[src/rtl/core/svm_pkg.sv]
// ----------------------------------------------------------------------------
// svm_pkg
// Shared types, codes and the segment pattern table for the seven segment
// value multiplexer.
// ----------------------------------------------------------------------------
package svm_pkg;

	localparam int VALUE_W = 18;
	localparam int SEG_W   = 7;
	localparam int SEL_W   = 4;
	localparam int DIGIT_W = 4;

	localparam logic [1:0] PHASE_DIGIT1 = 2'd0;
	localparam logic [1:0] PHASE_DIGIT2 = 2'd1;
	localparam logic [1:0] PHASE_DIGIT3 = 2'd2;
	localparam logic [1:0] PHASE_DEGREE = 2'd3;

	localparam logic [1:0] POINT_NONE   = 2'd0;
	localparam logic [1:0] POINT_DIGIT2 = 2'd1;
	localparam logic [1:0] POINT_DIGIT1 = 2'd2;

	localparam logic [SEL_W-1:0] SEL_DEGREE = 4'b1000;

	typedef struct packed {
		logic signed [VALUE_W-1:0] value_hundredths;
		logic [1:0]                phase;
	} sample_t;

	typedef struct packed {
		logic [SEL_W-1:0] digit_select;
		logic [SEG_W-1:0] segments;
		logic             decimal_point;
		logic             degree_led;
	} display_t;

	typedef struct packed {
		logic               negative;
		logic [1:0]         point_pos;
		logic [DIGIT_W-1:0] hundreds;
		logic [DIGIT_W-1:0] tens;
		logic [DIGIT_W-1:0] units;
	} digits_t;

	function automatic logic [SEG_W-1:0] seg_pattern(input logic [DIGIT_W-1:0] d);
		logic [SEG_W-1:0] p;
		case (d)
			4'd0:    p = 7'd125;
			4'd1:    p = 7'd9;
			4'd2:    p = 7'd103;
			4'd3:    p = 7'd47;
			4'd4:    p = 7'd27;
			4'd5:    p = 7'd62;
			4'd6:    p = 7'd126;
			4'd7:    p = 7'd13;
			4'd8:    p = 7'd127;
			4'd9:    p = 7'd63;
			default: p = '0;
		endcase
		return p;
	endfunction

endpackage

[src/rtl/core/svm_digits.sv]
// ----------------------------------------------------------------------------
// svm_digits
// Splits a value in hundredths into three decimal digits and picks the
// decimal point position.
// ----------------------------------------------------------------------------
module svm_digits (
	input  logic signed [svm_pkg::VALUE_W-1:0] value_hundredths,
	output svm_pkg::digits_t                   digits
);

	logic [16:0] raw;
	logic [34:0] prod100;
	logic [33:0] prod10;
	logic [10:0] whole;
	logic [9:0]  tenths;
	logic [9:0]  shown;
	logic [1:0]  point_pos;
	logic [15:0] prod_h;
	logic [3:0]  hund;
	logic [6:0]  rest;
	logic [13:0] prod_t;
	logic [3:0]  tens;
	logic [3:0]  units;

	assign raw = value_hundredths[16:0];

	// reciprocal multiplies, exact over the 17-bit range
	assign prod100 = {18'd0, raw} * 35'd167773;
	assign whole   = prod100[34:24];
	assign prod10  = {17'd0, raw} * 34'd104858;
	assign tenths  = prod10[29:20];

	always_comb begin
		if (whole >= 11'd100) begin
			point_pos = svm_pkg::POINT_NONE;
			if (whole >= 11'd1000) begin
				shown = 10'(whole - 11'd1000);
			end else begin
				shown = whole[9:0];
			end
		end else if (whole >= 11'd10) begin
			point_pos = svm_pkg::POINT_DIGIT2;
			shown     = tenths;
		end else begin
			point_pos = svm_pkg::POINT_DIGIT1;
			shown     = raw[9:0];
		end
	end

	assign prod_h = {6'd0, shown} * 16'd41;
	assign hund   = prod_h[15:12];
	assign rest   = 7'(shown - 10'(hund * 7'd100));
	assign prod_t = {7'd0, rest} * 14'd103;
	assign tens   = prod_t[13:10];
	assign units  = 4'(rest - 7'(tens * 4'd10));

	always_comb begin
		digits.negative  = value_hundredths[svm_pkg::VALUE_W-1];
		digits.point_pos = point_pos;
		if (value_hundredths[svm_pkg::VALUE_W-1]) begin
			digits.hundreds = '0;
			digits.tens     = '0;
			digits.units    = '0;
		end else begin
			digits.hundreds = hund;
			digits.tens     = tens;
			digits.units    = units;
		end
	end

endmodule

[src/rtl/core/svm_update.sv]
// ----------------------------------------------------------------------------
// svm_update
// Works out the next contents of the display lines from the phase, the
// digits and the lines as they stand.
// ----------------------------------------------------------------------------
module svm_update (
	input  logic [1:0]        phase,
	input  svm_pkg::digits_t  digits,
	input  svm_pkg::display_t current,
	output svm_pkg::display_t next
);

	logic [svm_pkg::DIGIT_W-1:0] d;

	always_comb begin
		case (phase)
			svm_pkg::PHASE_DIGIT1: d = digits.hundreds;
			svm_pkg::PHASE_DIGIT2: d = digits.tens;
			default:               d = digits.units;
		endcase
	end

	always_comb begin
		next = current;
		if (phase == svm_pkg::PHASE_DEGREE) begin
			if (digits.negative) begin
				next.segments      = '0;
				next.decimal_point = 1'b0;
				next.degree_led    = 1'b0;
			end else begin
				next.digit_select = svm_pkg::SEL_DEGREE;
				next.degree_led   = 1'b1;
			end
		end else begin
			next.digit_select = 4'(1 << phase);
			next.degree_led   = 1'b0;
			if (digits.negative) begin
				next.segments      = '0;
				next.decimal_point = 1'b0;
			end else begin
				next.segments      = svm_pkg::seg_pattern(d);
				next.decimal_point =
					(phase == svm_pkg::PHASE_DIGIT1 &&
					 digits.point_pos == svm_pkg::POINT_DIGIT1) ||
					(phase == svm_pkg::PHASE_DIGIT2 &&
					 digits.point_pos == svm_pkg::POINT_DIGIT2);
			end
		end
	end

endmodule

[src/rtl/core/seven_segment_value_multiplexer.sv]
// ----------------------------------------------------------------------------
// seven_segment_value_multiplexer
// Shows a signed value in hundredths on three seven segment digits and a
// degree symbol, one refresh phase per request.
// ----------------------------------------------------------------------------
//  channel   dir  handshake                    payload
//  sample    in   sample_valid / sample_stall  svm_pkg::sample_t
//  display   out  display_valid / display_stall svm_pkg::display_t
//
//  one request per cycle while the display side does not stall; a request is
//  registered in the input stage, and its result then in the result register
//  the display lines are held in the result register between requests
//  reset clears the lines and empties both stages
//  a stalled result holds the input stage, which then stalls the sample side
// ----------------------------------------------------------------------------
module seven_segment_value_multiplexer (
	input  logic              clk,
	input  logic              arst_n,
	input  logic              sample_valid,
	output logic              sample_stall,
	input  svm_pkg::sample_t  sample,
	output logic              display_valid,
	input  logic              display_stall,
	output svm_pkg::display_t display
);

	logic              valid_s1;
	svm_pkg::sample_t  sample_s1;
	logic              advance;
	svm_pkg::digits_t  digits;
	svm_pkg::display_t lines_q;
	svm_pkg::display_t lines_next;
	logic              display_valid_q;

	assign advance      = valid_s1 && !(display_valid_q && display_stall);
	assign sample_stall = valid_s1 && !advance;

	always_ff @(posedge clk or negedge arst_n) begin
		if (!arst_n) begin
			valid_s1 <= 1'b0;
		end else if (!sample_stall) begin
			valid_s1 <= sample_valid;
		end
	end

	always_ff @(posedge clk) begin
		if (!sample_stall && sample_valid) begin
			sample_s1 <= sample;
		end
	end

	svm_digits u_digits (
		.value_hundredths (sample_s1.value_hundredths),
		.digits           (digits)
	);

	svm_update u_update (
		.phase   (sample_s1.phase),
		.digits  (digits),
		.current (lines_q),
		.next    (lines_next)
	);

	always_ff @(posedge clk or negedge arst_n) begin
		if (!arst_n) begin
			lines_q         <= '0;
			display_valid_q <= 1'b0;
		end else begin
			if (advance) begin
				lines_q         <= lines_next;
				display_valid_q <= 1'b1;
			end else if (!display_stall) begin
				display_valid_q <= 1'b0;
			end
		end
	end

	assign display_valid = display_valid_q;
	assign display       = lines_q;

endmodule
[config.mk]
export PLATFORM = sky130hd
export DESIGN_NAME = seven_segment_value_multiplexer
export DESIGN_NICKNAME = d
export VERILOG_FILES = /design/src/rtl/core/svm_pkg.sv /design/src/rtl/core/svm_digits.sv /design/src/rtl/core/svm_update.sv /design/src/rtl/core/seven_segment_value_multiplexer.sv
export SDC_FILE = /design/constraint.sdc
export NUM_CORES = 1
export LEC_CHECK = 0
export ABC_AREA = 1
export BUFFER_PORTS_ARGS = -buffer_cell sky130_fd_sc_hd__buf_2
export CAP_MARGIN = 10
export CORE_ASPECT_RATIO = 0.5
export CORE_MARGIN = 8
export CORE_UTILIZATION = 46
export DETAILED_ROUTE_END_ITERATION = 10
export PLACE_DENSITY = 0.66
export SLEW_MARGIN = 40
export SYNTH_ARGS = -nofsm -noshare
export SYNTH_HDL_FRONTEND = slang
export SYNTH_HIERARCHICAL = 1
export SYNTH_SLANG_ARGS = --single-unit
[constraint.sdc]
create_clock -name clk -period 21 [get_ports clk]
set_input_delay 2.1 -clock clk [delete_from_list [all_inputs] [get_ports clk]]
set_output_delay 2.1 -clock clk [all_outputs]
set_load 0.005 [all_outputs]
After elaboration in Yosys (flattened, before gate mapping) --
Memory sizes are Yosys's and may differ from the RTL's. Index checks and enable logic that the tools add are counted.
Word-level totals: register bits 35, memory bits (writable) 0, memories 1, output and inout port bits 15, ROM bits 112, word-level logic and storage cells 56, bits of input ports 24, bits in latches 0
Cells by class: multiplexer cells 14, shift-type cells 1, reductions and logical operators 13, multiply operators 6, divide/modulo/power cells 0, bitwise gates (word level) 0, equality and inequality tests 7, add/subtract/negate cells 3, order comparisons 3
Memories:
- (name not given) | depth 16, width 7, read ports 1, clocked after memory_dff 0, wr ports 0, RTL line svm_pkg.sv:46 | case (d)
Operator list (number):
- 17-bit by 18-bit multiplier with 35-bit output, second input constant | 1
- 10-bit 2-to-1 mux | 3
- 17-bit by 16-bit multiplier with 29-bit output, second input constant | 1
- 10-bit by 6-bit multiplier with 16-bit output, second input constant | 1
- 8-bit 2-to-1 mux | 2
- 7-bit by 7-bit multiplier with 14-bit output, second input constant | 1
- 13-bit 2-to-1 mux | 1
- 12-bit 2-to-1 mux | 1
- 11-bit by 10-bit greater-or-equal comparator with 1-bit output, second input constant | 1
- 11-bit by 4-bit greater-or-equal comparator with 1-bit output, second input constant | 1
- 11-bit by 7-bit greater-or-equal comparator with 1-bit output, second input constant | 1
- 10-bit subtractor, second input constant | 1
- 4-bit one-hot mux with 2 select lines | 1
- 7-bit subtractor | 1
- 1-bit logical AND | 6
- 4-bit by 5-bit multiplier with 5-bit output, second input constant | 1
- 2-bit by 1-bit == test with 1-bit output, second input constant | 2
- 2-bit == test, second input constant | 2
- 4-bit by 3-bit multiplier with 3-bit output, second input constant | 1
- 2-bit 2-to-1 mux | 2
- 4-bit 2-to-1 mux | 1
- 2-bit inequality test, second input constant | 2
- 2-bit AND reduction | 2
- 1-bit by 2-bit left shift with 4-bit output, first input constant | 1
- other kinds (6) | 10

Depth between registers and ports, before layout --
Gate-level depths: netlist (run 1). An unclocked memory read counts as a cell.
depth after elaboration 15, depth in mapped cells 92, mapped depth without buffers 92

Cells and area by module --
Netlist (run 1), hierarchy kept.
Modules (own cells, without submodules):
- svm_digits | cells each 1606, area an instance 12951.2 µm², times used 1, seq. area each 0.0 µm²
- seven_segment_value_multiplexer | cells each 85, area an instance 1198.6 µm², times used 1, seq. area each 975.9 µm²
- svm_update | cells each 94, area an instance 494.2 µm², times used 1, seq. area each 0.0 µm²

Worst setup path after synthesis (run 1) --
OpenSTA, ideal clock, no wires.
path kind register to register, from reg sample_s1[7] in the netlist's numbering, to reg lines_q, in the netlist display[4], period minus slack after synthesis 14.243 ns, stages on the path, launching flop included 83, library setup time 0.117 ns, buffers on the path 0, path slack 6.757 ns, arrival 14.126 ns, required time 20.883 ns, cell sequence edfxtp_1 -> fa_1 -> inv_1 -> fa_1 -> inv_1 -> fa_1 -> fa_1 -> fa_1 -> inv_1 -> fa_1 -> inv_1 -> ha_1 -> nand2_1 -> nand2_1 -> o21bai_1 -> a21oi_1 -> nor2_1 -> nor2_1 -> (+47 left out) -> o211ai_1 -> xor2_1 -> inv_1 -> ha_1 -> fa_1 -> xnor2_1 -> xor2_1 -> xor2_1 -> inv_1 -> nor2_1 -> nand2_1 -> nand3_2 -> a21oi_1 -> nand2_1 -> nand2_1 -> nand2_1 -> nand3_1 -> nand2_1
RTL lines:
- from (decl) | RTL line seven_segment_value_multiplexer.sv:28 | svm_pkg::sample_t sample_s1;
- from (signal assigned) | RTL line seven_segment_value_multiplexer.sv:48 | sample_s1 <= sample;
- to (signal assigned) | RTL line seven_segment_value_multiplexer.sv:70 | lines_q <= lines_next;
- to (decl) | RTL line seven_segment_value_multiplexer.sv:31 | svm_pkg::display_t lines_q;

==> impl_results.md, run 1 <==
- Initial core utilization: 0.465
- Drt drc: 0
- Drt wl/cell: roughly 16 um
- Register area: ~980 um^2
- Placed cell count: 2249
- Max-slew violations: 0
- Final Setup Violations: 0
- Register area share after synthesis: 0.0666
- Req. time, crit path: 21.21 ns
- Post-CTS Repair Setup Buffers: 0
- CTS sink cnt: 35
- PortBufs: 38
- Drt initial violations: 618
- Routed vias: 11200
- Largest net degree at the start of global routing: 21
- Ports placed on the boundary: 39
- Largest delay share family, worst path: adder cells
- Setup CP Type: reg -> reg
- Post-route insts no fill: 2258
- Crit. End Element: flop
- Fin crit period: roughly 16 ns
- Cts hold-fix bufs: 0
- Slew HR: 0.478
- Row Count: 46
- Cells after Synth: 1785
- Cts bufs inserted: 5
- Clock Tree Buf Depth: 2
- Final HPWL DP: 32400 um
- Clock Latency Late Sink: around 0.27 ns
- Gr ovfl total: 0
- Setup crit start kind: flop
- Synth-to-Final Area Change: 5.74%
- Placer Congestion: about 0.9
- Slowest CP cell: edfxtp_1
- Syn_nets: 2342
- DRT Pass-1 Iters: 5
- Die Area: approximately 0.038 mm^2
- Max frequency: 61.1 MHz
- Drt via density: between 4 and 5
- Total track usage: 0.194
- Clk slew on worst S/H paths: about 0.050 ns
- Worst Max-Slew Pin Slew: 0.783 ns
- CTS resizes: 0
- Die Y: ~140 um
- Yosys cell types: 49
- First-pass GRT wire length: 59000 um
- Setup tns final: 0 ns
- Hold WS: 0.470 ns
- RSZ-0062 raised after global routing: no
- Buf+Inv Stages, Crit Path: 19
- CORE AREA: around 0.031 mm^2
- FF+latch count, synth: 35
- Fin crit share: 0.780
- Area of the multi-input gates: 0.0118 mm^2
- Ys Warns: 6
- Status: finished, final reports clean
- Syn Area/Cell: around 8 um^2
- Util after Layout: 0.492
- Number of global-route vias before repair: around 11000
- Share of cells above drive strength 1: 0.0597
- CTS tree: yes
- HP Class: reg -> reg
- Crit-path max FO: 11
- Routed Antenna Nets: 0
- Initial antenna violation count: 2
- Final Hold Fails: 0
- Most common cell on crit path: inv_1
- Final Net Count: roughly 2400
- H-tree depth: 2
- WP data arrival: 16.59 ns
- Fillers: 3079
- Clock Skew: slightly below 0.008 ns
- Drt total wl: 36300 um
- Cell Area, Synth: 0.0146 mm^2
- MaxCap Viol Count: 0
- Root Driver: clkbuf_16
- CP peak stage delay: 0.77 ns
- Die width: between 200 and 300 um
## Yosys cell counts (all sizes together)
cell / number / area [um^2]
o21a: 3 / 22.5
edfxtp: 20 / 601
fa: 208 / 4160
nand2: 357 / 1420
or2: 5 / 31.3
xnor2: 16 / 140
ha: 325 / 4070
nand3: 77 / 450
nor4: 2 / 12.5
clkinv: 1 / 8.76
o31ai: 2 / 15.0
a21o: 5 / 37.5
a21oi: 68 / 344
nand3b: 7 / 65.1
nand4: 10 / 62.6
o41ai: 1 / 8.76
o221ai: 2 / 23.8
inv: 490 / 1840
a22oi: 1 / 7.51
o211ai: 3 / 22.5
a221oi: 1 / 8.76
o21ai: 24 / 120
clkbuf: 1 / 3.75
nor3: 11 / 66.3
a2111oi: 1 / 8.76
buf: 5 / 36.3
a211oi: 2 / 15.0
o21bai: 6 / 45.0
xor2: 17 / 149
a31o: 2 / 17.5
dfrtp: 15 / 375
nor2: 97 / 455
## worst reg2reg max path: cells and delay by family (launching register included)
| kind | cells | cell delay (ns) |
|---|---|---|
| and+or+nand+nor | 21 | 1.95 |
| adders and majority gates | 21 | 8.03 |
| xor gates and xnor gates | 7 | 1.42 |
| AOI/OAI and AO/OA | 10 | 2.51 |
| DFF | 1 | 0.77 |
| buffers and inverters | 19 | 1.62 |
## state kept, by name, indices dropped and copies added, names as in the netlist
signal and cells:
sample_s1 20, display 13, display_valid 1, valid_s1 1
## cell type report
class                   instances  share of cell area
clock buffers                   7             0.00921
multi-input cells            1253               0.761
flip-flops and latches         35              0.0630
repair buffers                 38              0.0123
inverters                     491               0.120
well taps                     432              0.0349
clock inverters                 1            0.000323
diodes                          1            0.000162
## path summary, 6_finish.rpt
path                       slack (ns)         start           to  depth (start not counted)
setup / recovery                 4.62  sample_s1[8]   display[7]                         78
hold / removal                   0.47    display[0]   display[0]                          2
setup reg to reg                 4.62  sample_s1[8]   display[7]                         78
hold reg to reg                  0.47    display[0]   display[0]                          2
max in group asynchronous       19.01        arst_n  display[11]                          1
min in group asynchronous        1.73        arst_n   display[6]                          1
## cells in the final DEF (no fill, tap or decap), types with 2 or more instances in the layout
master,instances
a21oi_1,67
nand4_1,10
nand3_1,70
nand3_4,4
inv_2,9
o211ai_1,3
ha_1,325
or2_1,2
a21o_1,5
nand2_1,334
nand3_2,3
o21a_1,3
inv_1,479
nor3_1,10
clkbuf_16,5
nand2_4,4
fa_1,208
dfrtp_1,15
edfxtp_1,20
buf_2,38
nor2_1,83
nor2_8,3
o21bai_1,6
nand3b_1,6
a31o_2,2
xor2_1,17
or2_2,3
nor2_2,8
xnor2_1,16
nor2_4,3
a211oi_1,2
nor4_1,2
o21ai_0,19
nand2_2,19
o31ai_1,2
o21ai_1,5
## logic make-up after synthesis
logic type	Yosys count	share of synthesized area
flip-flops	35	0.0666
buffers and inverters	497	0.129
AO/OA/AOI/OAI	121	0.0476
AND/OR/NAND/NOR	566	0.175
XOR/XNOR	33	0.0197
adder cells (fa/ha/maj)	533	0.562
## stage by stage
step | instance area [um^2] | worst slack, ns
floorplan | 14600 | 6.76
global placement | 15300 | 4.91
detailed placement | 15300 | 4.70
CTS | 15500 | 4.65
global route | 15500 | 3.37
finish | 15500 | 4.62
## per-layer routing
layer / GRT usage / up-vias / part of all wire
met2: 0.314 / 249 / 0.45
met3: 0.0200 / 32 / 0.061
met4: 0.0313 / 2 / 0.015
li1: - / 5570 / -
met5: 0 / - / 0.00025
met1: 0.283 / 5383 / 0.47
Power of run 1 is left out: the tool's default activity adds up to more than one toggle a clock period on the data nets, which glitch-free logic cannot reach.
==> run 2: changes to the inputs <==
--- a/config.mk
+++ b/config.mk
@@ -12,7 +12,7 @@
 export CORE_MARGIN = 8
 export CORE_UTILIZATION = 46
 export DETAILED_ROUTE_END_ITERATION = 10
-export PLACE_DENSITY = 0.66
+export PLACE_DENSITY = 0.68
 export SLEW_MARGIN = 40
 export SYNTH_ARGS = -nofsm -noshare
 export SYNTH_HDL_FRONTEND = slang
==> constraint.sdc (replaced) <==
create_clock -name clk -period 14.95 [get_ports clk]
set_input_delay 1.495 -clock clk [delete_from_list [all_inputs] [get_ports clk]]
set_output_delay 1.495 -clock clk [all_outputs]
set_load 0.005 [all_outputs]
==> run 2 against run 1 <==
- first-iteration DRC count is 18% higher
- global-route usage rose by 0.49 points
- fmax is 14% higher
- flip-flop and latch count unchanged
- utilization grew 5.2 points
- via count is 6.0% higher
- clock-buffer cell count decreased by 2
- final cell count grew 4.8%
- sequential share of layout area shrank 0.60 points
- non-clock buffer count is 110 higher
- clock skew fell by 0.0042 ns
- final area grew 10%
==> impl_results.md, run 2 (synthesized netlist as in run 1, its figures left out) <==
- Die Y: 142 um (unchanged)
- Most frequent cells in the layout: inv_1 (463), nand2_1 (311), ha_1 (293)
- Max frequency: 69.5 MHz (+14%)
- Cts hold-fix bufs: 0 (unchanged)
- Placed cell count: 2306 (+2.5%)
- Biggest register: sample_s1
- Fin crit share: 0.962 (+0.182)
- Crit. End Element: flop
- Number of global-route vias before repair: 11500 (+1.6%)
- WP data arrival: 14.56 ns (-2.03 ns)
- Drt via density: 5.03 (+1.1%)
- Setup CP Type: reg -> reg
- Final HPWL DP: 33600 um (+3.7%)
- Initial core utilization: 0.465 (unchanged)
- Synth-to-Final Area Change: 16.8%
- Clk slew on worst S/H paths: 0.07 ns (+0.02 ns)
- Clock Skew: 0.00367 ns (-0.00421 ns)
- Register area: 976 um^2 (unchanged)
- Worst Max-Slew Pin Slew: 0.653 ns (-0.130 ns)
- Commonest non-fill, non-tap cell in the layout: inv_1
- Drt total wl: 39200 um (+8.0%)
- Die width: 268 um (unchanged)
- CORE AREA: 0.0315 mm^2 (unchanged)
- Slew HR: 0.561 (+0.0828)
- Ports placed on the boundary: 39 (unchanged)
- Post-route insts no fill: 2367 (+4.8%)
- Crit-path max FO: 6 (-5)
- Final Net Count: 2491 (+4.6%)
- Diode count: 0 (-1)
- CP peak stage delay: 0.61 ns (-0.16 ns)
- Routed Antenna Nets: 0 (unchanged)
- Max-slew violations: 0 (unchanged)
- CTS tree: yes
- Final Setup Violations: 0 (unchanged)
- Root Driver: clkbuf_16
- Finished Cell Area: 0.0171 mm^2 (+10%)
- HP Class: reg -> reg
- Clock Tree Buf Depth: 2 (unchanged)
- Drt wl/cell: 16.5 um (+3.0%)
- Routed vias: 11900 (+6.0%)
- Drt drc: 0 (unchanged)
- Placer Congestion: 0.937 (+2.6%)
- CTS sink cnt: 35 (unchanged)
- Fillers: 2875 (-6.6%)
- Initial antenna violation count: 2 (unchanged)
- Final Hold Fails: 0 (unchanged)
- Clock Latency Late Sink: 0.29 ns (+0.02 ns)
- Most common cell on crit path: nand2_1
- Req. time, crit path: 15.13 ns (-6.08 ns)
- Cts bufs inserted: 5 (unchanged)
- DRT Pass-1 Iters: 5 (unchanged)
- Share of cells above drive strength 1: 0.180 (+0.120)
- Die Area: 0.0381 mm^2 (unchanged)
- Slowest CP cell: fa_1
- Area of the multi-input gates: 0.0125 mm^2 (+6.1%)
- H-tree depth: 2 (unchanged)
- Row Count: 46 (unchanged)
- Max reg flops: 20 (unchanged)
- Largest net degree at the start of global routing: 21 (unchanged)
- Setup crit start kind: flop
- Dpl cell area: 0.0158 mm^2 (+2.8%)
- Gr ovfl total: 0 (unchanged)
- Status: finished, final reports clean
- Fin crit period: 14.38 ns (-2.00 ns)
- Total track usage: 0.199 (+0.00489)
- First-pass GRT wire length: 59700 um (+1.2%)
- Drt initial violations: 730 (+18%)
- PortBufs: 38 (unchanged)
- MaxCap Viol Count: 0 (unchanged)
[run 2: changes by cell type in the layout (fill, tap and decap cells not counted), moves of 16 or more]
cell / before / now
buf_4: 0 / 100
ha_1: 325 / 293
inv_1: 479 / 463
nand2_1: 334 / 311
nand2_2: 19 / 39
inv_2: 9 / 25
ha_4: 0 / 26
[run 2: through the flow]
step	setup TNS [ns]	hold slack (ns)	setup WS, ns	util
2_1_floorplan	0	0.465	0.707	-
3_3_place_gp	0	0.453	0.131	0.501
3_5_place_dp	-0.483	0.466	-0.0852	0.501
4_1_cts	0	0.483	0.0798	0.507
5_1_grt	-1.40	0.518	-0.219	0.543
6_report	0	0.477	0.571	0.543
[run 2: path summary, 6_finish.rpt]
kind	start	endpoint	slack, ns	cells past startpoint
setup / recovery	sample_s1[11]	display[7]	0.57	77
hold / removal	display[0]	display[0]	0.48	2
setup reg to reg	sample_s1[11]	display[7]	0.57	77
hold reg to reg	display[0]	display[0]	0.48	2
max in group asynchronous	arst_n	display[10]	13.60	1
min in group asynchronous	arst_n	display[7]	1.10	1
[run 2: final cells by class]
| cell class | count | area share |
|---|---|---|
| tap | 432 | 0.0316 |
| sequential | 35 | 0.0570 |
| inverter | 491 | 0.109 |
| clock inverter | 3 | 0.00278 |
| multi-input combinational | 1253 | 0.730 |
| timing repair buffer | 148 | 0.0623 |
| clock buffer | 5 | 0.00731 |
[run 2: critical path: cells and delay by family (launching register included)]
| family | cells | cell delay (ns) |
|---|---|---|
| adders and majority gates | 20 | 7.49 |
| and+or+nand+nor | 33 | 3.37 |
| buffers and inverters | 14 | 1.00 |
| AOI/OAI and AO/OA | 5 | 0.97 |
| xor gates and xnor gates | 5 | 0.91 |
| DFF | 1 | 0.54 |
[run 2: per-layer routing]
metal,track usage,share of wire,vias up
met2,0.323,0.46,328
met1,0.273,0.45,5729
met4,0.0353,0.018,4
met3,0.0457,0.071,54
li1,-,-,5791
met5,0,0.00061,-
[run 2: repair_timing]
item                                    in CTS  in global routing
gates resized for setup                      2                159
pin swaps                                    0                 83
endpoints found under the setup margin       7                  7
buffers inserted                             4                 49
endpoints found under the hold margin        0                  0
gates cloned                                 0                  0
Power of run 2 is left out for the same reason.
==> run 3: changes to the inputs <==
--- a/config.mk
+++ b/config.mk
@@ -12,7 +12,7 @@
 export CORE_MARGIN = 8
 export CORE_UTILIZATION = 46
 export DETAILED_ROUTE_END_ITERATION = 10
-export PLACE_DENSITY = 0.68
+export PLACE_DENSITY = 0.69
 export SLEW_MARGIN = 40
 export SYNTH_ARGS = -nofsm -noshare
 export SYNTH_HDL_FRONTEND = slang
==> run 3 against run 2 <==
- sequential share of layout area hardly changed
- first-iteration DRC count is 10% higher
- worst hold slack better by 0.020 ns
- via count is 0.44% higher
- flip-flop and latch count stayed put
- utilization is 0.25 points lower
- final cell count is 0.38% lower
- worst setup slack worse by 0.061 ns
- wire length is 0.60% higher
- critical path type unchanged
- largest cell class unchanged
==> impl_results.md, run 3 (synthesized netlist as in run 1, its figures left out) <==
- Fin crit share: 0.966 (+0.00409)
- Clock Latency Late Sink: 0.29 ns (about the same)
- Die Y: 142 um (unchanged)
- Most common cell on crit path: inv_1
- Diode count: 0 (unchanged)
- Total track usage: 0.200 (+0.000690)
- Initial core utilization: 0.465 (unchanged)
- Req. time, crit path: 15.18 ns (+0.05 ns)
- First-pass GRT wire length: 59700 um (about the same)
- Row Count: 46 (unchanged)
- Placer Congestion: 0.950 (+1.4%)
- WP data arrival: 14.67 ns (+0.11 ns)
- Die Area: 0.0381 mm^2 (unchanged)
- Synth-to-Final Area Change: 16.3%
- Drt initial violations: 804 (+10%)
- Ports placed on the boundary: 39 (unchanged)
- MaxCap Viol Count: 0 (unchanged)
- Setup CP Type: reg -> reg
- CP peak stage delay: 0.56 ns (-0.05 ns)
- Slowest CP cell: fa_1
- Register area: 976 um^2 (unchanged)
- Commonest non-fill, non-tap cell in the layout: inv_1
- Largest delay share family, worst path: adder cells
- Flop2flop setup slack: 0.51 ns (-0.06 ns)
- Drt drc: 0 (unchanged)
- Routed vias: 12000 (+0.44%)
- Reg-to-reg endpoint: display[2]
- Initial antenna violation count: 1 (-1)
- Clock Tree Buf Depth: 2 (unchanged)
- End of the critical path: display[2]
- DRT Pass-1 Iters: 5 (unchanged)
- Fin crit period: 14.44 ns (+0.0612 ns)
- Max-slew violations: 0 (unchanged)
- Max frequency: 69.3 MHz (-0.42%)
- Fillers: 2809 (-2.3%)
- Largest net degree at the start of global routing: 21 (unchanged)
- Drt via density: 5.07 (+0.82%)
- H-tree depth: 2 (unchanged)
- Final HPWL DP: 34100 um (+1.6%)
- Final Net Count: 2482 (-0.36%)
- Crit-path max FO: 7 (+1)
- Worst Reg-to-Reg Cells: 80 (+3.9%)
- Cts hold-fix bufs: 0 (unchanged)
- CTS sink cnt: 35 (unchanged)
- Crit path launch: sample_s1[10]
- Buf+Inv Stages, Crit Path: 19 (+5)
- Crit. End Element: flop
- Final Setup Violations: 0 (unchanged)
- Cts bufs inserted: 5 (unchanged)
- Number of global-route vias before repair: 11500 (+0.29%)
- Final Hold Fails: 0 (unchanged)
- Setup crit start kind: flop
- FF-to-FF Start: sample_s1[10]
- Critical Path Stages: 80 (+3.9%)
- PortBufs: 38 (unchanged)
- Most frequent cells in the layout: inv_1 (463), nand2_1 (316), ha_1 (291)
- Routed Antenna Nets: 0 (unchanged)
- Area of the multi-input gates: 0.0125 mm^2 (-0.11%)
- Drt total wl: 39400 um (+0.60%)
- Gr ovfl total: 0 (unchanged)
- Status: finished, final reports clean
- Biggest register: sample_s1
- CTS tree: yes
- Clock Skew: 0.00951 ns (+0.00583 ns)
- Slew HR: 0.518 (-0.0429)
- Max reg flops: 20 (unchanged)
- Finished Cell Area: 0.0170 mm^2 (-0.47%)
- Drt wl/cell: 16.7 um (+0.98%)
- Clk slew on worst S/H paths: 0.07 ns (about the same)
- Die width: 268 um (unchanged)
- Root Driver: clkbuf_16
- Worst Max-Slew Pin Slew: 0.717 ns (+0.0637 ns)
- CORE AREA: 0.0315 mm^2 (unchanged)
- HP Class: reg -> reg
- Share of cells above drive strength 1: 0.173 (-0.00643)
- Dpl cell area: 0.0158 mm^2 (about the same)
## run 3: cell types whose count changed in the layout (fill, tap and decap cells not counted), sizes merged
cell  change
buf       -9
## run 3: area by class of cell
cell class              count  area share
clock buffers               5     0.00735
inverters                 491       0.109
well taps                 432      0.0317
repair buffers            139      0.0584
flip-flops and latches     35      0.0573
clock inverters             3     0.00279
multi-input cells        1253       0.733
## run 3: worst min-delay path by stage
stage               slack [ns]         end        from  cells after the start
floorplan                 0.47  display[0]  display[0]                      2
global placement          0.45  display[0]  display[0]                      2
detailed placement        0.48  display[4]  display[4]                      2
CTS                       0.50  display[4]  display[4]                      2
global route              0.53  display[2]  display[2]                      2
finish                    0.50  display[4]  display[4]                      2
## run 3: timing repair
item                       4_1_cts  5_1_grt
setup buffers                    0       45
setup endpoints to repair        7        7
resized for setup                2      157
hold endpoints to repair         0        0
pin swaps                        0       81
## run 3: stage by stage
| stage | setup slack (ns) | hold slack (ns) | utilization | TNS [ns] | instances |
|---|---|---|---|---|---|
| global placement | 0.119 | 0.452 | 0.500 | 0 | 2305 |
| global route | -0.267 | 0.527 | 0.541 | -1.72 | 2358 |
| CTS | 0.0499 | 0.498 | 0.506 | 0 | 2313 |
| finish | 0.510 | 0.497 | 0.541 | 0 | 2358 |
| detailed placement | -0.0881 | 0.481 | 0.500 | -0.444 | 2305 |
| floorplan | 0.707 | 0.465 | - | 0 | 1785 |
## run 3: worst reg2reg max path, delay by kind of cell (launching register included)
| family | cells | cell delay, ns |
|---|---|---|
| AND/OR/NAND/NOR | 28 | 2.45 |
| buffers and inverters | 19 | 1.57 |
| AO/OA/AOI/OAI | 7 | 1.51 |
| flip-flops | 1 | 0.54 |
| XOR/XNOR | 5 | 0.85 |
| adder cells (fa/ha/maj) | 21 | 7.45 |
## run 3: layer usage
layer  part of all wire  track usage  up-vias
li1                   -            -     5776
met2               0.47        0.330      337
met5            0.00033            0        -
met1               0.43        0.264     5771
met3              0.079       0.0545       72
met4              0.023       0.0341        2
Power of run 3 is left out for the same reason.
